$ cat src/design/assert_macros.svh
// assert_macros.svh: concurrent assertion helpers for the sharpening block.
// No dependencies; included by the files that carry assertions.
`ifndef ASSERT_MACROS_SVH
`define ASSERT_MACROS_SVH
`ifndef SYNTHESIS
// Same-cycle implication, checked at every rising edge outside reset.
`define ASSERT_IMPLIES(label, clk, rst, ante, cons) \
   label: assert property (@(posedge clk) disable iff (rst) (ante) |-> (cons)) \
      else $error("same-cycle implication violated");
// Implication that is checked in the cycle after the antecedent.
`define ASSERT_NEXT(label, clk, rst, ante, cons) \
   label: assert property (@(posedge clk) disable iff (rst) (ante) |=> (cons)) \
      else $error("next-cycle implication violated");
`else
`define ASSERT_IMPLIES(label, clk, rst, ante, cons)
`define ASSERT_NEXT(label, clk, rst, ante, cons)
`endif
`endif

$ cat src/design/lapsh_pkg.sv
// lapsh_pkg: constants, types and per-channel arithmetic of the RGB sharpening block.
// No dependencies; used by every module of the block but lapsh_ram.
package lapsh_pkg;

   // Line buffer geometry.
   localparam int MAX_WIDTH = 2048;
   localparam int COL_W     = $clog2(MAX_WIDTH);
   localparam int WEFF_W    = COL_W + 1;

   // Pixel layout: red in the top byte, blue in the bottom byte.
   localparam int CHAN_W   = 8;
   localparam int NUM_CHAN = 3;
   localparam int PIX_W    = CHAN_W * NUM_CHAN;
   localparam int CHAN_RED   = 2;
   localparam int CHAN_GREEN = 1;
   localparam int CHAN_BLUE  = 0;
   localparam int CHAN_MAX   = 255;

   // Register field widths and limits.
   localparam int WIDTH_REG_W    = 12;
   localparam int HEIGHT_REG_W   = 13;
   localparam int STRENGTH_W     = 10;
   localparam int WCMP_W         = (WEFF_W > WIDTH_REG_W) ? WEFF_W : WIDTH_REG_W;
   localparam int WIDTH_MIN      = 3;
   localparam int HEIGHT_MIN     = 3;
   localparam int HEIGHT_MAX     = 4096;
   localparam int WIDTH_RESET    = 640;
   localparam int HEIGHT_RESET   = 480;
   localparam int STRENGTH_RESET = 128;

   // Row counter saturates at its full range.
   localparam int ROW_W = 13;

   // Filter arithmetic widths.
   localparam int DIFF_W = 11;
   localparam int PROD_W = DIFF_W + STRENGTH_W;
   localparam int FRAC_W = 8;
   localparam int QUOT_W = PROD_W - FRAC_W;
   localparam int SUM_W  = QUOT_W + 2;

   // Configuration port.
   localparam int CSR_ADDR_W = 4;
   localparam int CSR_DATA_W = 32;

   typedef enum logic [1:0] {
      REG_IMAGE_WIDTH  = 2'd0,
      REG_IMAGE_HEIGHT = 2'd1,
      REG_STRENGTH     = 2'd2
   } csr_index_type;

   // Raster position of the beat being accepted.
   typedef struct packed {
      logic [COL_W-1:0] col;
      logic             emit;
      logic             last;
      logic             interior;
   } pos_type;

   // One channel of a packed pixel.
   function automatic logic [CHAN_W-1:0] chan_of(input logic [PIX_W-1:0] pix,
                                                  input int unsigned     idx);
      return pix[idx*CHAN_W +: CHAN_W];
   endfunction

   // Four times the center minus its four neighbours: 4*c - up - down - left - right.
   function automatic logic signed [DIFF_W-1:0] lap_diff(input logic [CHAN_W-1:0] c,
                                                         input logic [CHAN_W-1:0] up,
                                                         input logic [CHAN_W-1:0] dn,
                                                         input logic [CHAN_W-1:0] lf,
                                                         input logic [CHAN_W-1:0] rt);
      logic [DIFF_W-1:0] acc;
      // The true value stays within the signed range, so wrapping is harmless.
      acc = (DIFF_W'(c) << 2) - DIFF_W'(up) - DIFF_W'(dn) - DIFF_W'(lf) - DIFF_W'(rt);
      return $signed(acc);
   endfunction

   // Center plus the diff scaled by Q2.8 strength, truncated toward zero, clamped.
   function automatic logic [CHAN_W-1:0] lap_scale(input logic [CHAN_W-1:0]        c,
                                                   input logic signed [DIFF_W-1:0] diff,
                                                   input logic [STRENGTH_W-1:0]    strength);
      logic [DIFF_W-1:0]        mag;
      logic [PROD_W-1:0]        prod;
      logic [QUOT_W-1:0]        quot;
      logic signed [SUM_W-1:0]  sum;
      logic [CHAN_W-1:0]        res;
      mag  = diff[DIFF_W-1] ? DIFF_W'(~diff + DIFF_W'(1)) : diff;
      prod = PROD_W'(mag) * PROD_W'(strength);
      quot = prod[PROD_W-1:FRAC_W];
      if (diff[DIFF_W-1]) begin
         sum = $signed(SUM_W'(c)) - $signed(SUM_W'(quot));
      end else begin
         sum = $signed(SUM_W'(c)) + $signed(SUM_W'(quot));
      end
      if (sum < 0) begin
         res = '0;
      end else if (sum > $signed(SUM_W'(CHAN_MAX))) begin
         res = CHAN_W'(CHAN_MAX);
      end else begin
         res = sum[CHAN_W-1:0];
      end
      return res;
   endfunction

endpackage

$ cat src/design/lapsh_csr.sv
// lapsh_csr: APB register file for frame width, frame height and strength.
// Depends on lapsh_pkg; feeds clamped geometry to the raster counter.
module lapsh_csr (
   input  logic                                 clock,
   input  logic                                 reset,
   input  logic                                 psel,
   input  logic                                 penable,
   input  logic                                 pwrite,
   input  logic [lapsh_pkg::CSR_ADDR_W-1:0]     paddr,
   input  logic [lapsh_pkg::CSR_DATA_W-1:0]     pwdata,
   output logic [lapsh_pkg::CSR_DATA_W-1:0]     prdata,
   output logic                                 pready,
   output logic [lapsh_pkg::WEFF_W-1:0]         width_eff,
   output logic [lapsh_pkg::HEIGHT_REG_W-1:0]   height_eff,
   output logic [lapsh_pkg::STRENGTH_W-1:0]     strength
);
   import lapsh_pkg::*;

   logic [WIDTH_REG_W-1:0]  image_width_ff,  image_width_in;
   logic [HEIGHT_REG_W-1:0] image_height_ff, image_height_in;
   logic [STRENGTH_W-1:0]   strength_ff,     strength_in;
   logic                    wr_strobe;
   csr_index_type           index;
   logic [WCMP_W-1:0]       width_ext;

   assign pready    = 1'b1;
   assign wr_strobe = psel & penable & pwrite;
   assign index     = csr_index_type'(paddr[3:2]);

   // Register write decode; writes beyond the list are dropped.
   always_comb begin
      image_width_in  = image_width_ff;
      image_height_in = image_height_ff;
      strength_in     = strength_ff;
      if (wr_strobe) begin
         case (index)
            REG_IMAGE_WIDTH:  image_width_in  = pwdata[WIDTH_REG_W-1:0];
            REG_IMAGE_HEIGHT: image_height_in = pwdata[HEIGHT_REG_W-1:0];
            REG_STRENGTH:     strength_in     = pwdata[STRENGTH_W-1:0];
            default: begin
            end
         endcase
      end
   end

   always_ff @(posedge clock) begin
      if (reset) begin
         image_width_ff  <= WIDTH_REG_W'(WIDTH_RESET);
         image_height_ff <= HEIGHT_REG_W'(HEIGHT_RESET);
         strength_ff     <= STRENGTH_W'(STRENGTH_RESET);
      end else begin
         image_width_ff  <= image_width_in;
         image_height_ff <= image_height_in;
         strength_ff     <= strength_in;
      end
   end

   // Read mux returns the raw register contents.
   always_comb begin
      case (index)
         REG_IMAGE_WIDTH:  prdata = CSR_DATA_W'(image_width_ff);
         REG_IMAGE_HEIGHT: prdata = CSR_DATA_W'(image_height_ff);
         REG_STRENGTH:     prdata = CSR_DATA_W'(strength_ff);
         default:          prdata = '0;
      endcase
   end

   // Geometry used by the datapath is clamped to the supported range.
   always_comb begin
      width_ext = WCMP_W'(image_width_ff);
      if (width_ext < WCMP_W'(WIDTH_MIN)) begin
         width_eff = WEFF_W'(WIDTH_MIN);
      end else if (width_ext > WCMP_W'(MAX_WIDTH)) begin
         width_eff = WEFF_W'(MAX_WIDTH);
      end else begin
         width_eff = WEFF_W'(width_ext);
      end
      if (image_height_ff < HEIGHT_REG_W'(HEIGHT_MIN)) begin
         height_eff = HEIGHT_REG_W'(HEIGHT_MIN);
      end else if (image_height_ff > HEIGHT_REG_W'(HEIGHT_MAX)) begin
         height_eff = HEIGHT_REG_W'(HEIGHT_MAX);
      end else begin
         height_eff = image_height_ff;
      end
   end

   assign strength = strength_ff;

endmodule

$ cat config.mk
export PLATFORM = sky130hd
export DESIGN_NAME = lapsh_csr
export DESIGN_NICKNAME = d
export VERILOG_FILES = /design/src/design/assert_macros.svh /design/src/design/lapsh_pkg.sv /design/src/design/lapsh_csr.sv
export SDC_FILE = /design/constraint.sdc
export NUM_CORES = 1
export LEC_CHECK = 0
export BUFFER_PORTS_ARGS = -buffer_cell sky130_fd_sc_hd__buf_4
export CORE_MARGIN = 2
export CORE_UTILIZATION = 25
export CTS_BUF_LIST = sky130_fd_sc_hd__clkbuf_4 sky130_fd_sc_hd__clkbuf_8 sky130_fd_sc_hd__clkbuf_16
export CTS_CLUSTER_DIAMETER = 100
export DETAILED_ROUTE_END_ITERATION = 10
export MAX_ROUTING_LAYER = met4
export SYNTH_ARGS = -nofsm -noshare
export SYNTH_HDL_FRONTEND = slang
export SYNTH_SLANG_ARGS = --single-unit
$ cat constraint.sdc
create_clock -name clock -period 0.9 [get_ports clock]
set_input_delay 0.09 -clock clock [delete_from_list [all_inputs] [get_ports clock]]
set_output_delay 0.09 -clock clock [all_outputs]
set_load 0.01 [all_outputs]
== Yosys cells after proc, flatten, opt, wreduce, memory -nomap -nowiden ==
Index checks and enable logic that the tools add are counted.
Word-level totals
  output and inout port bits: 68
  register bits: 35
  bits of input ports: 41
  logic and storage cells: 20
Operators by class
  bitwise gates (word level): 2
  $lt $le $gt $ge: 4
  multiplexer cells: 5
  equal/unequal tests: 2
  reduce and logical (&&, ||, !) cells: 4
Operators with widths (count)
  case mux 13 bit (3 select lines): 1
  two-way mux 13 bit: 2
  two-way mux 12 bit: 2
  greater-than comparator 13 bit, second input constant: 1
  less-than comparator 13 x 2 -> 1 bit, second input constant: 1
  greater-than comparator 12 bit, second input constant: 1
  less-than comparator 12 x 2 -> 1 bit, second input constant: 1
  AND reduction 2 bit: 3
  bitwise AND 1 bit: 2
  equality test 2 x 1 -> 1 bit, second input constant: 1
  equality test 2 bit, second input constant: 1
  logical NOT 2 bit: 1

== Logic depth before layout (Yosys ltp) ==
  depth in word-level cells: 3
  mapped depth: 5
  gate-level depth less buffers: 3

== Worst setup path before layout ==
Ideal clock, no wire load.
  path type: input to register
  from: input paddr[2] (netlist name)
  to: register image_height_ff[11]
  stages: 3
  setup time: 0.072 ns
  data required time: 0.828 ns
  data arrival time: 0.958 ns
  buffers on the path: 1
  path slack: -0.129 ns
  cells stage by stage: buf_2 -> nor3b_2 -> mux2i_1
Between the ends
  longest elaborated chain between the ends: 2
RTL lines
  from (decl): RTL line lapsh_csr.sv:9  | input logic [lapsh_pkg::CSR_ADDR_W-1:0] paddr,
  equality test 2 x 1 -> 1 bit: RTL line lapsh_csr.sv:36  | case (index)
  AND reduction 2 bit (no line)
  to (signal assigned): RTL line lapsh_csr.sv:49  | image_height_ff <= HEIGHT_REG_W'(HEIGHT_RESET);
  to (signal assigned): RTL line lapsh_csr.sv:53  | image_height_ff <= image_height_in;
  to (decl): RTL line lapsh_csr.sv:20  | logic [HEIGHT_REG_W-1:0] image_height_ff, image_height_in;
No other way between the ends.
A chain may end at the register's enable or synchronous reset.

== Final worst setup path ==
  from: register image_width_ff[5]
  to: output width_eff[1] (netlist name)
Between the ends
  longest elaborated chain between the ends: 3
  elaborated cells between the ends (all ways): 4
  classes of those cells: 2 x order compare; 2 x mux
RTL lines
  from (decl): RTL line lapsh_csr.sv:19  | logic [WIDTH_REG_W-1:0] image_width_ff, image_width_in;
  from (signal assigned): RTL line lapsh_csr.sv:48  | image_width_ff <= WIDTH_REG_W'(WIDTH_RESET);
  from (signal assigned): RTL line lapsh_csr.sv:52  | image_width_ff <= image_width_in;
  greater-than comparator 12 bit: RTL line lapsh_csr.sv:73  | end else if (width_ext > WCMP_W'(MAX_WIDTH)) begin
  two-way mux 12 bit: RTL line lapsh_csr.sv:73
  two-way mux 12 bit *: RTL line lapsh_csr.sv:71  | if (width_ext < WCMP_W'(WIDTH_MIN)) begin
  to (decl): RTL line lapsh_csr.sv:13  | output logic [lapsh_pkg::WEFF_W-1:0] width_eff,
Every way passes the cells marked *; elsewhere a longest branch is shown, timed or not.

==> key figures <==
Status
  • Status: complete, but fails checks
  • Failing checks: setup timing

Placement
  • Port bufs: 67
  • Post-detail-place hpwl: 4690 um
  • Routability congestion estimate: between 0.7 and 0.8
  • Dpl cells: 430
  • Pre-CTS setup slack: -472 ps

Detailed routing
  • Initial DRC Count: 59
  • Routed WL: around 6400 um
  • Via count: ~1,900
  • DR WL/cell: 14.5 um
  • DR pass1 iterations: 4
  • DRC errors left: 0
  • Avg Vias per Cell: 4.32
  • Routed Antenna Nets: 0

STA
  • Final Max Tran Viols: 0
  • RSZ-0062 raised after global routing: true
  • Total Negative Setup Slacks: -10,370 ps
  • Final worst path period need: 1500 ps
  • Final setup margin: -602 ps
  • Setup Viol. Count Final: 38
  • Endpoints failing hold: 0
  • Tcrit/Tclk final: 167%
  • Fmax: 666 MHz
  • Setup Skew: 0 ps

Synth
  • Synth area leaders: dfxtp_1 (34%), mux2i_1 (23%), nand2b_1 (12%), buf_4 (7.6%), nor2b_1 (6.1%)
  • Synth top area share: 33.9%
  • Synth Area in XOR/XNOR: 0%
  • Post-synthesis register bit count: 35
  • Multiplexer share of the synthesized area: 22.8%
  • Mapped Cells: 238
  • Yosys cell types: 23
  • Synth warn: 0
  • Seq/Total Area, Yosys: approximately a third
  • Post-Synth Adder-Cell Area: 0%
  • Post-synthesis compound-gate area fraction: 3.39%
  • Syn avg cell area: 8.68 sq um
  • Synth area leader: dfxtp_1
  • Mapped cell area: slightly above 0.002 sq mm
  • Main combinational cell family by area after synthesis: simple AND/OR/NAND/NOR gates
  • Simple-gate share of the synthesized area: between 20 and 30%

Worst setup path
  • Max incr delay on CP: 370 ps
  • Kind of start point of the critical path: register
  • Critical Path Sink Type: primary output
  • Delay-heaviest family, CP: simple AND/OR/NAND/NOR gates
  • CP bufs+invs: 1
  • Type of the worst setup path: register to primary output
  • Cell Chain, Critical Path: nor4_4 -> nand3_2 -> a21oi_2 -> buf_4
  • Cells on worst reg2reg path: 4
  • Worst EP arrival: 1410 ps
  • R2R Setup Slk: 80 ps
  • Crit path max-delay cell type: nor4_4
  • Data required, critical path: 810 ps
  • R2R Path Start: image_height_ff[2]$_SDFFE_PP0P_
  • Reg-to-reg critical path endpoint: image_height_ff[2]$_SDFFE_PP0P_
  • Worst Path Max Fanout: 2

Flow run
  • Max Cap Viol: 0

Finish
  • Most common cell after layout, fill and taps aside: buf_4
  • ANT cells: 0
  • Area Growth Syn to Fin: 65.0%
  • Highest-count cells in the layout ignoring fill and taps: buf_4 (71), mux2i_1 (46), nand2b_1 (40), buf_6 (35), dfxtp_2 (29)
  • Layout cell share with drive strength beyond 1: 53.1%
  • Final #Nets: 381
  • Non-filler cells, final: around 450

Power
  • Leak pwr: approximately 1.6 nW
  • Total Power: 0.00325 W
  • Max rail drop VDD: about 0.47 mV
  • Pwr dens: 952 mW/mm^2

Floorplanning
  • Initial Util: 25.4%
  • Io pins: between 100 and 150
  • Core area: 0.00813 sq mm
  • Chip width: 94.9 um
  • Die area: between 0.009 and 0.01 sq mm
  • Num rows: 33
  • Die height: around 95 um

CTS
  • CTS tree: yes
  • CTS Sinks: 35
  • CTS Buffer Depth: 2
  • Worst-path clk slew: about 80 ps
  • Total CTS buffers: 5
  • Clock Tree Root: clkbuf_8
  • Clock latency on the worst-skew pair: 280 ps
  • Hold-fix buffers at CTS: 0
  • H-tree levels: 2

Global routing
  • GR Util met3: about 2.6%
  • Aggregate global routing overflow: 0
  • Largest net degree at the start of global routing: 51
  • Initial antenna violation count: 0
  • Global-route wire length before repair: 9850 um
  • GR Util All Layers: 15.0%
  • Gr busiest metal: met2
  • Number of global-route vias before repair: a little under 2,000
  • Met1 Track Usage GR: 17.9%
  • Met2 Usage GRT: 25.7%

Min path
  • Hold-critical path depth: 3
  • Hold Startpoint: pwdata[12]
  • Hold Path Sink: image_height_ff[12]$_SDFFE_PP0P_
  • Worst Hold Class: input port to register
## metal layers
metal,routed length [um],vias up
li1,-,944
met1,2690,891
met2,3320,79
met5,0,-
met4,112,0
met3,331,11
## kinds of logic after synthesis
family | Yosys count
buf+inv | 40
flops | 35
mux | 47
simple gates | 100
compound gates | 14
other cells | 2
## Yosys cell counts, drive strengths merged
master  instances
nor3b           2
o21ai          12
buf            26
nand4           1
conb            2
inv             4
nand3           3
dfxtp          35
or3b            1
nor3            3
nor2           15
nand2b         40
or3             1
nor2b          20
a21oi           2
clkbuf         10
mux2i          47
nand2          10
nor4            3
and3b           1
## how the worst max path moves through the flow
stage	start	to	cells past startpoint
6_report	image_width_ff[5]$_SDFFE_PP0P_	width_eff[1]	4
5_1_grt	image_width_ff[5]$_SDFFE_PP0P_	width_eff[0]	4
4_1_cts	image_width_ff[5]$_SDFFE_PP0P_	width_eff[1]	4
3_5_place_dp	image_width_ff[8]$_SDFFE_PP0P_	width_eff[1]	4
3_3_place_gp	image_width_ff[8]$_SDFFE_PP0P_	width_eff[1]	4
2_1_floorplan	image_width_ff[8]$_SDFFE_PP0P_	width_eff[0]	3
## tightest hold or removal path, cell delays in order
cell and delay [ps]:
buf_4 110, nand2b_1 60, mux2i_1 60
## metrics by stage
step / utilization [%] / instance area [sq um] / hold slack [ps]
after floorplan: - / 2210 / 245
after global placement: 35.8 / 2910 / 369
after detailed placement: 35.8 / 2910 / 375
after CTS: 39.7 / 3230 / 54.3
after global routing: 41.9 / 3410 / 76.3
final: 41.9 / 3410 / 57.9
## state kept, by name, indices dropped and copies added (netlist names)
name and cells:
strength 10, image_width_ff 12, image_height_ff 13
## report_power, final
group	internal, W	switching, W
Combinational	0.000283	0.000272
Clock	0.000530	0.000584
Sequential	0.00156	0.0000188
Total	0.00237	0.000874
## cell type report
cell class	count	area, sq um
clock buffers	5	68.8
clock inverters	3	15.0
flip-flops and latches	35	752
inverters	4	15.0
multi-input cells	181	1370
well taps	105	131
fillers	806	4720
repair buffers	113	1060
## repair_timing
item	CTS	global route
gates resized for setup	67	51
pin swaps	14	11
cloned	1	0
setup buffers	4	10
setup endpoints to repair	40	45
(Power assumes the default switching activity.)
