==> src/design/assert_macros.svh <==
// assert_macros.svh: concurrent assertion helpers for the sharpening block.
// No dependencies; included by the files that carry assertions.
`ifndef ASSERT_MACROS_SVH
`define ASSERT_MACROS_SVH
`ifndef SYNTHESIS
// Same-cycle implication, checked at every rising edge outside reset.
`define ASSERT_IMPLIES(label, clk, rst, ante, cons) \
   label: assert property (@(posedge clk) disable iff (rst) (ante) |-> (cons)) \
      else $error("same-cycle implication violated");
// Implication that is checked in the cycle after the antecedent.
`define ASSERT_NEXT(label, clk, rst, ante, cons) \
   label: assert property (@(posedge clk) disable iff (rst) (ante) |=> (cons)) \
      else $error("next-cycle implication violated");
`else
`define ASSERT_IMPLIES(label, clk, rst, ante, cons)
`define ASSERT_NEXT(label, clk, rst, ante, cons)
`endif
`endif

==> src/design/lapsh_pkg.sv <==
// lapsh_pkg: constants, types and per-channel arithmetic of the RGB sharpening block.
// No dependencies; used by every module of the block but lapsh_ram.
package lapsh_pkg;

   // Line buffer geometry.
   localparam int MAX_WIDTH = 2048;
   localparam int COL_W     = $clog2(MAX_WIDTH);
   localparam int WEFF_W    = COL_W + 1;

   // Pixel layout: red in the top byte, blue in the bottom byte.
   localparam int CHAN_W   = 8;
   localparam int NUM_CHAN = 3;
   localparam int PIX_W    = CHAN_W * NUM_CHAN;
   localparam int CHAN_RED   = 2;
   localparam int CHAN_GREEN = 1;
   localparam int CHAN_BLUE  = 0;
   localparam int CHAN_MAX   = 255;

   // Register field widths and limits.
   localparam int WIDTH_REG_W    = 12;
   localparam int HEIGHT_REG_W   = 13;
   localparam int STRENGTH_W     = 10;
   localparam int WCMP_W         = (WEFF_W > WIDTH_REG_W) ? WEFF_W : WIDTH_REG_W;
   localparam int WIDTH_MIN      = 3;
   localparam int HEIGHT_MIN     = 3;
   localparam int HEIGHT_MAX     = 4096;
   localparam int WIDTH_RESET    = 640;
   localparam int HEIGHT_RESET   = 480;
   localparam int STRENGTH_RESET = 128;

   // Row counter saturates at its full range.
   localparam int ROW_W = 13;

   // Filter arithmetic widths.
   localparam int DIFF_W = 11;
   localparam int PROD_W = DIFF_W + STRENGTH_W;
   localparam int FRAC_W = 8;
   localparam int QUOT_W = PROD_W - FRAC_W;
   localparam int SUM_W  = QUOT_W + 2;

   // Configuration port.
   localparam int CSR_ADDR_W = 4;
   localparam int CSR_DATA_W = 32;

   typedef enum logic [1:0] {
      REG_IMAGE_WIDTH  = 2'd0,
      REG_IMAGE_HEIGHT = 2'd1,
      REG_STRENGTH     = 2'd2
   } csr_index_type;

   // Raster position of the beat being accepted.
   typedef struct packed {
      logic [COL_W-1:0] col;
      logic             emit;
      logic             last;
      logic             interior;
   } pos_type;

   // One channel of a packed pixel.
   function automatic logic [CHAN_W-1:0] chan_of(input logic [PIX_W-1:0] pix,
                                                  input int unsigned     idx);
      return pix[idx*CHAN_W +: CHAN_W];
   endfunction

   // Four times the center minus its four neighbours: 4*c - up - down - left - right.
   function automatic logic signed [DIFF_W-1:0] lap_diff(input logic [CHAN_W-1:0] c,
                                                         input logic [CHAN_W-1:0] up,
                                                         input logic [CHAN_W-1:0] dn,
                                                         input logic [CHAN_W-1:0] lf,
                                                         input logic [CHAN_W-1:0] rt);
      logic [DIFF_W-1:0] acc;
      // The true value stays within the signed range, so wrapping is harmless.
      acc = (DIFF_W'(c) << 2) - DIFF_W'(up) - DIFF_W'(dn) - DIFF_W'(lf) - DIFF_W'(rt);
      return $signed(acc);
   endfunction

   // Center plus the diff scaled by Q2.8 strength, truncated toward zero, clamped.
   function automatic logic [CHAN_W-1:0] lap_scale(input logic [CHAN_W-1:0]        c,
                                                   input logic signed [DIFF_W-1:0] diff,
                                                   input logic [STRENGTH_W-1:0]    strength);
      logic [DIFF_W-1:0]        mag;
      logic [PROD_W-1:0]        prod;
      logic [QUOT_W-1:0]        quot;
      logic signed [SUM_W-1:0]  sum;
      logic [CHAN_W-1:0]        res;
      mag  = diff[DIFF_W-1] ? DIFF_W'(~diff + DIFF_W'(1)) : diff;
      prod = PROD_W'(mag) * PROD_W'(strength);
      quot = prod[PROD_W-1:FRAC_W];
      if (diff[DIFF_W-1]) begin
         sum = $signed(SUM_W'(c)) - $signed(SUM_W'(quot));
      end else begin
         sum = $signed(SUM_W'(c)) + $signed(SUM_W'(quot));
      end
      if (sum < 0) begin
         res = '0;
      end else if (sum > $signed(SUM_W'(CHAN_MAX))) begin
         res = CHAN_W'(CHAN_MAX);
      end else begin
         res = sum[CHAN_W-1:0];
      end
      return res;
   endfunction

endpackage

==> src/design/lapsh_raster.sv <==
// lapsh_raster: column and row counters that place each accepted beat in the frame.
// Depends on lapsh_pkg; decodes emit, frame end and interior for the datapath.
module lapsh_raster (
   input  logic                               clock,
   input  logic                               reset,
   input  logic                               accept,
   input  logic [lapsh_pkg::WEFF_W-1:0]       width_eff,
   input  logic [lapsh_pkg::HEIGHT_REG_W-1:0] height_eff,
   output lapsh_pkg::pos_type                 pos
);
   import lapsh_pkg::*;

   logic [COL_W-1:0]  col_ff, col_in;
   logic [ROW_W-1:0]  row_ff, row_in;
   logic              wrap;
   logic [COL_W-1:0]  cx;
   logic [ROW_W:0]    r_cur;
   logic [ROW_W:0]    r_next;
   logic [ROW_W:0]    h_ext;
   logic [WEFF_W-1:0] col_inc;

   // A counter left at or past a shrunk width starts the next line.
   assign wrap  = WEFF_W'(col_ff) >= width_eff;
   assign cx    = wrap ? '0 : col_ff;
   assign r_cur = (ROW_W+1)'(row_ff) + (ROW_W+1)'(wrap);
   assign h_ext = (ROW_W+1)'(height_eff);

   // Results start one line plus one pixel into the stream.
   always_comb begin
      pos.col      = cx;
      pos.emit     = (r_cur >= (ROW_W+1)'(2)) ||
                     ((r_cur == (ROW_W+1)'(1)) && (cx != '0));
      pos.last     = (cx == '0) && (r_cur >= h_ext + (ROW_W+1)'(1));
      pos.interior = (cx >= COL_W'(2)) && (r_cur >= (ROW_W+1)'(2)) &&
                     (r_cur <= h_ext - (ROW_W+1)'(1));
   end

   // Advance the raster position; the frame's final beat restarts it.
   always_comb begin
      col_inc = WEFF_W'(cx) + WEFF_W'(1);
      r_next  = r_cur;
      col_in  = col_inc[COL_W-1:0];
      if (pos.last) begin
         col_in = '0;
         r_next = '0;
      end else if (col_inc >= width_eff) begin
         col_in = '0;
         r_next = r_cur + (ROW_W+1)'(1);
      end
      if (r_next > (ROW_W+1)'({ROW_W{1'b1}})) begin
         row_in = {ROW_W{1'b1}};
      end else begin
         row_in = r_next[ROW_W-1:0];
      end
   end

   always_ff @(posedge clock) begin
      if (reset) begin
         col_ff <= '0;
         row_ff <= '0;
      end else if (accept) begin
         col_ff <= col_in;
         row_ff <= row_in;
      end
   end

endmodule

==> config.mk <==
export PLATFORM = sky130hd
export DESIGN_NAME = lapsh_raster
export DESIGN_NICKNAME = d
export VERILOG_FILES = /design/src/design/assert_macros.svh /design/src/design/lapsh_pkg.sv /design/src/design/lapsh_raster.sv
export SDC_FILE = /design/constraint.sdc
export NUM_CORES = 1
export LEC_CHECK = 0
export ABC_CLOCK_PERIOD_IN_PS = 14300
export BUFFER_PORTS_ARGS = -buffer_cell sky130_fd_sc_hd__buf_2
export CORE_MARGIN = 8
export CORE_UTILIZATION = 60
export CTS_CLUSTER_DIAMETER = 120
export DETAILED_ROUTE_END_ITERATION = 8
export GPL_TIMING_DRIVEN = 0
export PLACE_DENSITY_LB_ADDON = 0.1
export SLEW_MARGIN = 20
export SYNTH_ARGS = -nofsm -noshare
export SYNTH_HDL_FRONTEND = slang
export SYNTH_SLANG_ARGS = --single-unit
==> constraint.sdc <==
create_clock -name clock -period 14.3 [get_ports clock]
set_input_delay 0.715 -clock clock [delete_from_list [all_inputs] [get_ports clock]]
set_output_delay 0.715 -clock clock [all_outputs]
set_load 0.05 [all_outputs]
Yosys cells after proc, flatten, opt, wreduce, memory -nomap -nowiden
Index checks and enable logic that the tools add are counted.
- flip-flop bits (word level): 24
- logic and storage cells: 28
- bits in read-only memories: 0
- bits in writable memories: 0
- bits in latches: 0
- memories kept: 0
- input bits: 28
- multipliers: 0
- reduce and logical (&&, ||, !) cells: 7
- add/subtract/negate cells: 5
- shift operators: 0
- div/mod/pow operators: 0
- equality and inequality tests: 1
- mux-type cells: 6
- $lt $le $gt $ge: 7
- bitwise logic cells: 0
- operators with widths (kind ; count):
    11-bit 2-to-1 mux ; 3
    14-bit 2-to-1 mux ; 2
    13-bit by 1-bit adder with 14-bit output ; 1
    13-bit by 1-bit adder with 14-bit output, second input constant ; 1
    14-bit by 1-bit adder with 14-bit output, second input constant ; 1
    14-bit by 1-bit == test with 1-bit output, second input constant ; 1
    14-bit greater-or-equal comparator ; 1
    14-bit by 2-bit greater-or-equal comparator with 1-bit output, second input constant ; 1
    14-bit by 13-bit > comparator with 1-bit output, second input constant ; 1
    14-bit <= comparator ; 1
    13-bit by 1-bit subtractor with 14-bit output, second input constant ; 1
    13-bit 2-to-1 mux ; 1
    11-bit by 1-bit adder with 12-bit output, second input constant ; 1
    11-bit by 12-bit greater-or-equal comparator with 1-bit output ; 1
    12-bit greater-or-equal comparator ; 1
    11-bit by 2-bit greater-or-equal comparator with 1-bit output, second input constant ; 1
    11-bit logical NOT ; 1
    11-bit nonzero test ; 1
    1-bit logical AND ; 4
    1-bit logical OR ; 1

Depth between registers and ports, before layout
Gate-level depths: netlist of run 1.
- depth after elaboration: 8
- depth in mapped cells: 24
- depth with buffers taken out: 22

Worst setup path before layout of run 1
OpenSTA, ideal clock, no wires.
- kind: input to register
- start point: in width_eff[2] (netlist bit)
- end point: reg row_ff[12]
- slack: 7.884 ns
- arrival time: 6.273 ns
- data required time: 14.158 ns
- stages on the path: 23
- cell sequence: inv_1 > ha_1 > a211oi_1 > o21ai_1 > a211oi_1 > o22a_1 > inv_1 > clkbuf_1 > ha_1 > ha_1 > and4_1 > nand2_1 > xor2_1 > inv_1 > ha_1 > o21a_1 > nor2_1 > nor4_1 > o21ai_0 > a221oi_1 > or3_1 > clkbuf_1 > a22oi_1
- RTL lines (what ; line ; RTL):
    from (decl) ; lapsh_raster.sv:7 ; input logic [lapsh_pkg::WEFF_W-1:0] width_eff,
    to (signal assigned) ; lapsh_raster.sv:63 ; row_ff <= row_in;
    to (decl) ; lapsh_raster.sv:14 ; logic [ROW_W-1:0] row_ff, row_in;

==> reports/qor.yml, run 1 <==
fin_ws_ns: 7.28
p_per_area_nw_per_um2: 45.1
highest_layer: "met4"
clkSlewWorstSetupHoldPaths_ns: 0.09
met1_length_um: 4020
insertion_delay_ns: 0.28
avgSynthCellArea_um2: 7.49
p_leak_nw: 1.82
grt_pass1_wl_um: 15000
crit_required_ns: 13.59
drc: 0
ys_async_sr_fraction_pct: 0
ys_ff_latch: 24
clock.fmax_mhz: 142
grt_pass1_vias: 3306
yosysWarnings: 0
seq_area_frac_synth_pct: 13.7
antenna_found_initial: 0
start_util_pct: 60.5
start_kind: "input pin"
synthesis.instances: 467
syn2layout_area_growth_pct: 9.74
cts_root_buffer: "clkbuf_8"
wire_per_inst_um: 15.4
holdBufCountCts: 0
syn-cell-area_um2: 3500
die_w_um: 92.3
synth_edf_count: 0
cts.sinks: 24
dieArea_um2: 8520
die_y_um: 92.3
gp_congestion: 0.962
muxShareOfSynthArea_pct: 0.573
fp-row-count: 28
grt.overflow.total: 0
cts_setup_buffers: 0
cp.arrival_ns: 6.31
avgViaCountPerCell: 6.03
setup_tns_ns: 0
drive_above_1_share_pct: 10.9
yosysTopAreaCell: "ha_1"
synthSimpleGateAreaFrac_pct: 29.1
synthesis.nets: 555
fillers: 530
status: "completed"
rr_worst_depth: 22
drv_slew: 0
synth_top_family_by_area: "simple AND/OR/NAND/NOR gates"
crit_path_max_fanout: 10
vias: 3506
first_pass_iters: 4
yosysTopAreaCellShare_pct: 21.5
synth-xor-area-share_pct: 12.0
core_area_um2: 5780
route.antenna.remaining_nets: 0
routed_wl_um: 8940
finClkSkew_ns: 0.00778
yosys_most_used_dff: "dfxtp_1"
drv_cap: 0
dr_wl_met3_um: 512
setup-violations-final: 0
drtIter0Drc: 209
min_path_type: "reg2reg"
worst_slew_pin_slew_ns: 0.948
timing.slew.headroom_pct: 36.8
whs_path_depth: 2
dpl_worst_slack_ns: 7.44
fin_nets: 595
synthAdderAreaFrac_pct: 21.5
rsz0062_at_grt: "no"
h-tree-depth: 1
worstSetupPathType: "in2out"
hold_violations: 0
ir_worst_vdd_v: 0.0000338
end_kind: "output pin"
dp_hpwl_um: 7350
synth_compound_area_share_pct: 17.8
grt_use_total_pct: 20.9
synthTopCellsByArea: "ha_1 21%, dfxtp_1 14%, xnor2_1 7.3%, nor2_1 4.6%, nand2_1 4.4%"
finalCriticalPeriod_ns: 7.02
min_period_over_period_pct: 49.1
final_util_pct: 66.4
num_antenna_cells: 0
yosys.cell_types.count: 59
grt_max_degree: 15
cts_tree: "done"
cts_resized: 0
io_pins: 42
ctsLongestPathBuffers: 2
dr_wl_met2_um: 4280
io_buffers: 35
numCtsBuffers: 3
-- cells by family (layout without fill, tap and decap cells) --
logic type      count (synthesis)  after routing
simple gates                  195            195
compound gates                 91             91
flops                          24             24
xor+xnor                       46             46
mux                             2              2
fa+ha+maj                      60             60
buf+inv                        49             88
-- stage by stage --
stage	power (mW)	hold slack, ns	instance area, um2	std cells
after CTS	0.173	0.491	3840	581
after detailed placement	0.112	0.477	3760	577
after floorplan	0.0992	0.431	3500	467
after global placement	0.111	0.442	3760	577
after global routing	0.181	0.518	3840	581
final	0.173	0.484	3840	581
-- cells in the final DEF (no fill, tap or decap), drive strengths merged, types with 3 or more instances in the layout --
| cell type | n |
|---|---|
| ha | 60 |
| nor2 | 43 |
| nand2 | 41 |
| buf | 37 |
| inv | 31 |
| xnor2 | 30 |
| nand3 | 28 |
| dfxtp | 24 |
| a21oi | 20 |
| clkbuf | 19 |
| o21ai | 18 |
| xor2 | 16 |
| nor3 | 15 |
| nand4 | 14 |
| and2 | 14 |
| and3 | 11 |
| o21a | 9 |
| a211oi | 8 |
| a21o | 7 |
| a22oi | 7 |
| nor4 | 5 |
| and4 | 4 |
| or3 | 4 |
| a31oi | 3 |
| nor2b | 3 |
| a2111oi | 3 |
| or4 | 3 |
| o211ai | 3 |
-- path summary, 6_finish.rpt --
path,endpoint,slack (ns),from
max,pos[1],7.28,width_eff[2]
min,row_ff[0]$_SDFFE_PP0P_,0.48,row_ff[0]$_SDFFE_PP0P_
max reg2reg,row_ff[12]$_SDFFE_PP0P_,7.87,col_ff[2]$_SDFFE_PP0P_
min reg2reg,row_ff[0]$_SDFFE_PP0P_,0.48,row_ff[0]$_SDFFE_PP0P_
-- per-layer routing --
layer	up-vias	global-route usage [%]
li1	1769	-
met1	1611	25.5
met2	110	37.2
met3	16	3.96
met4	0	4.03
met5	-	0
-- cell type report --
| type | instances | area [um2] | area share, % |
|---|---|---|---|
| plain buffers | 18 | 68.8 | 1.79 |
| clock buffers | 3 | 41.3 | 1.08 |
| clock inverters | 1 | 30.0 | 0.783 |
| inverters | 31 | 116 | 3.03 |
| multi-input cells | 394 | 2830 | 73.8 |
| flip-flops and latches | 24 | 480 | 12.5 |
| well taps | 75 | 93.8 | 2.45 |
| repair buffers | 35 | 175 | 4.57 |
-- synthesized netlist by cell type, types with 3 or more instances --
| cell | n |
|---|---|
| a211oi_1 | 8 |
| a22oi_1 | 7 |
| xnor2_1 | 29 |
| a21o_1 | 7 |
| or3_1 | 4 |
| dfxtp_1 | 24 |
| inv_1 | 31 |
| nor2_1 | 43 |
| nor3_1 | 15 |
| nand3_1 | 27 |
| clkbuf_1 | 16 |
| o21a_1 | 9 |
| and3_1 | 10 |
| and2_1 | 14 |
| nor2b_1 | 3 |
| a31oi_1 | 3 |
| nand2_1 | 41 |
| a21oi_1 | 20 |
| ha_1 | 60 |
| xor2_1 | 15 |
| nor4_1 | 4 |
| o21ai_1 | 9 |
| nand4_1 | 14 |
| and4_1 | 4 |
| o21ai_0 | 9 |
-- where the power goes --
| group | internal (mW) | switching (mW) | total [mW] |
|---|---|---|---|
| combinational | 0.0157 | 0.0257 | 0.0415 |
| sequential | 0.0676 | 0.00131 | 0.0689 |
| clock | 0.0375 | 0.0252 | 0.0627 |
| total | 0.121 | 0.0522 | 0.173 |
-- state kept, by name (all words and copies together) (netlist names) --
name and cells:
col_ff 11, row_ff 13
-- worst max-delay path, stage by stage --
cell	delay, ns
buf_2	0.07
inv_1	0.04
ha_1	0.30
a211oi_1	0.23
o21ai_1	0.12
a211oi_1	0.36
o22a_1	0.31
inv_1	0.08
clkbuf_1	0.24
ha_1	0.32
ha_1	0.28
and4_1	0.28
nand2_1	0.10
xor2_1	0.35
inv_1	0.24
ha_1	0.33
o21a_1	0.10
nor2_1	0.03
nor4_1	0.33
o21ai_0	0.19
a221oi_1	0.86
buf_2	0.41
Note: power is estimated with default switching activity, not from simulation.
==> run 2, diff against run 1 <==
- ABC_CLOCK_PERIOD_IN_PS: 14300 -> 5900
- CORE_UTILIZATION: 60 -> 54
- clock period: 14.3 -> 5.9 ns (I/O delays scaled with it)
==> reports/qor.yml, run 2 (same netlist as run 1, synthesis figures left out) <==
status: "completed"
rsz0062_at_grt: "yes"
wire_per_inst_um: 15.9
vias: 3460
drive_above_1_share_pct: 12.6
timing.slew.headroom_pct: 56.1
grt_pass1_vias: 3325
crit_chain: "ha_1 > a211oi_1 > o21ai_1 > a211oi_2 > o22a_2 > clkbuf_1 > nand2_1 > inv_1 > ha_1 > and3_1 > and3_1 > clkbuf_1 > nand3_1 > xor2_1 > nor2_1 > ha_1 > nand2_1 > o21a_1 > and2_1 > a2111oi_2 > a41o_1 > nor4_1 > nor3b_1"
worstSetupPathType: "reg2reg"
finClkSkew_ns: 0.0101
layout_common_cells: "60 x ha_1, 43 x nor2_1, 41 x nand2_1"
drv_cap: 0
syn2layout_area_growth_pct: 10.8
holdBufCountCts: 0
insertion_delay_ns: 0.28
min_path_type: "in2reg"
largest_reg_flops: 13
cts_tree: "done"
end_kind: "flop"
grt_use_total_pct: 20.8
grt_max_degree: 15
dieArea_um2: 9300
ctsLongestPathBuffers: 2
num_antenna_cells: 0
h-tree-depth: 1
hold_violations: 0
drv_slew: 0
crit_family: "compound AO/OA/AOI/OAI gates"
whs_ns: 0.245
drtIter0Drc: 154
start_util_pct: 55.4
grt_pass1_wl_um: 15700
core_area_um2: 6310
io_pins: 42
max_stage_delay_ns: 0.64
cp.arrival_ns: 5.77
finalCriticalPeriod_ns: 5.57
final_common_cell: "ha_1"
die_w_um: 96.5
crit_path_max_fanout: 10
p_sw_mw: 0.132
p_comb_share_pct: 24.6
route.antenna.remaining_nets: 0
drc: 0
p_sw_share_pct: 31.0
postPlaceCellArea_um2: 3770
clock.fmax_mhz: 180
gp_congestion: 0.914
die_y_um: 96.5
setup-violations-final: 0
cts.sinks: 24
io_buffers: 35
regMostFlops: "row_ff"
cts_root_buffer: "clkbuf_8"
worst_slew_pin_slew_ns: 0.658
worst_path_most_repeated_cell: "ha_1"
p_leak_nw: 1.84
fp-row-count: 29
min_period_over_period_pct: 94.4
largestRegisters: "row_ff (13), col_ff (11)"
worst-r2r-setup-slack_ns: 0.33
crit_required_ns: 6.10
grt.overflow.total: 0
numCtsBuffers: 3
clkSlewWorstSetupHoldPaths_ns: 0.11
routed_wl_um: 9300
dp_hpwl_um: 7550
postLayoutCellArea_um2: 3870
first_pass_iters: 4
avgViaCountPerCell: 5.93
p_clk_share_pct: 36.2
start_kind: "flop"
internal_power_mw: 0.294
ir_worst_vdd_v: 0.0000984
fin_nets: 595
cp_num_buf_inv: 3
crit_slowest_cell: "a2111oi_2"
antenna_found_initial: 0
p_per_area_nw_per_um2: 110
seqPwrFrac_pct: 39.2
-- run 2: metal layers --
layer	GRT usage [%]	share of wire, %
met4	5.17	1.4
met1	29.1	48
met2	32.9	45
met5	0	0
met3	2.32	6.0
-- run 2: final cells by class --
cell class / count / area, um2
clock inverter: 1 / 30.0
multi-input combinational: 394 / 2860
fill: 618 / 2440
clock buffer: 3 / 41.3
tap: 77 / 96.3
buffer: 17 / 66.3
inverter: 31 / 116
timing repair buffer: 36 / 185
sequential: 24 / 482
-- run 2: worst paths after layout --
check | startpoint | to | depth (start not counted)
setup / recovery | col_ff[2]$_SDFFE_PP0P_ | row_ff[8]$_SDFFE_PP0P_ | 23
hold / removal | reset | col_ff[1]$_SDFFE_PP0P_ | 2
setup reg to reg | col_ff[2]$_SDFFE_PP0P_ | row_ff[8]$_SDFFE_PP0P_ | 23
hold reg to reg | row_ff[0]$_SDFFE_PP0P_ | row_ff[0]$_SDFFE_PP0P_ | 2
-- run 2: power groups by stage --
stage,Sequential (mW),Combinational (mW),Clock [mW]
6_report,0.167,0.105,0.154
2_1_floorplan,0.170,0.0710,0
5_1_grt,0.168,0.119,0.163
3_3_place_gp,0.170,0.0993,0
4_1_cts,0.167,0.104,0.155
3_5_place_dp,0.170,0.103,0
-- run 2: worst register-to-register path, delay by kind of cell, from the launching register on --
family                   cells  cell delay (ns)
AO/OA/AOI/OAI                7             2.26
XOR/XNOR                     1             0.15
adder cells (fa/ha/maj)      3             0.77
buffers and inverters        3             0.71
flip-flops                   1             0.42
AND/OR/NAND/NOR              9             1.17
-- run 2: what timing repair did --
| item | in CTS | in global routing |
|---|---|---|
| pin swaps | 1 | 0 |
| buffers inserted | 1 | 0 |
| resized for setup | 2 | 7 |
| setup endpoints to repair | 12 | 24 |
-- run 2: stage by stage --
stage | TNS (ns) | power (mW) | utilization, % | instances | setup slack (ns)
6_report | 0 | 0.426 | 61.4 | 583 | 0.332
5_1_grt | -0.102 | 0.449 | 61.4 | 583 | -0.0508
4_1_cts | 0 | 0.426 | 61.2 | 584 | 0.0789
3_5_place_dp | -1.54 | 0.273 | 59.8 | 579 | -0.194
3_3_place_gp | -0.898 | 0.270 | 59.8 | 579 | -0.134
2_1_floorplan | 0 | 0.241 | - | 467 | 0.457
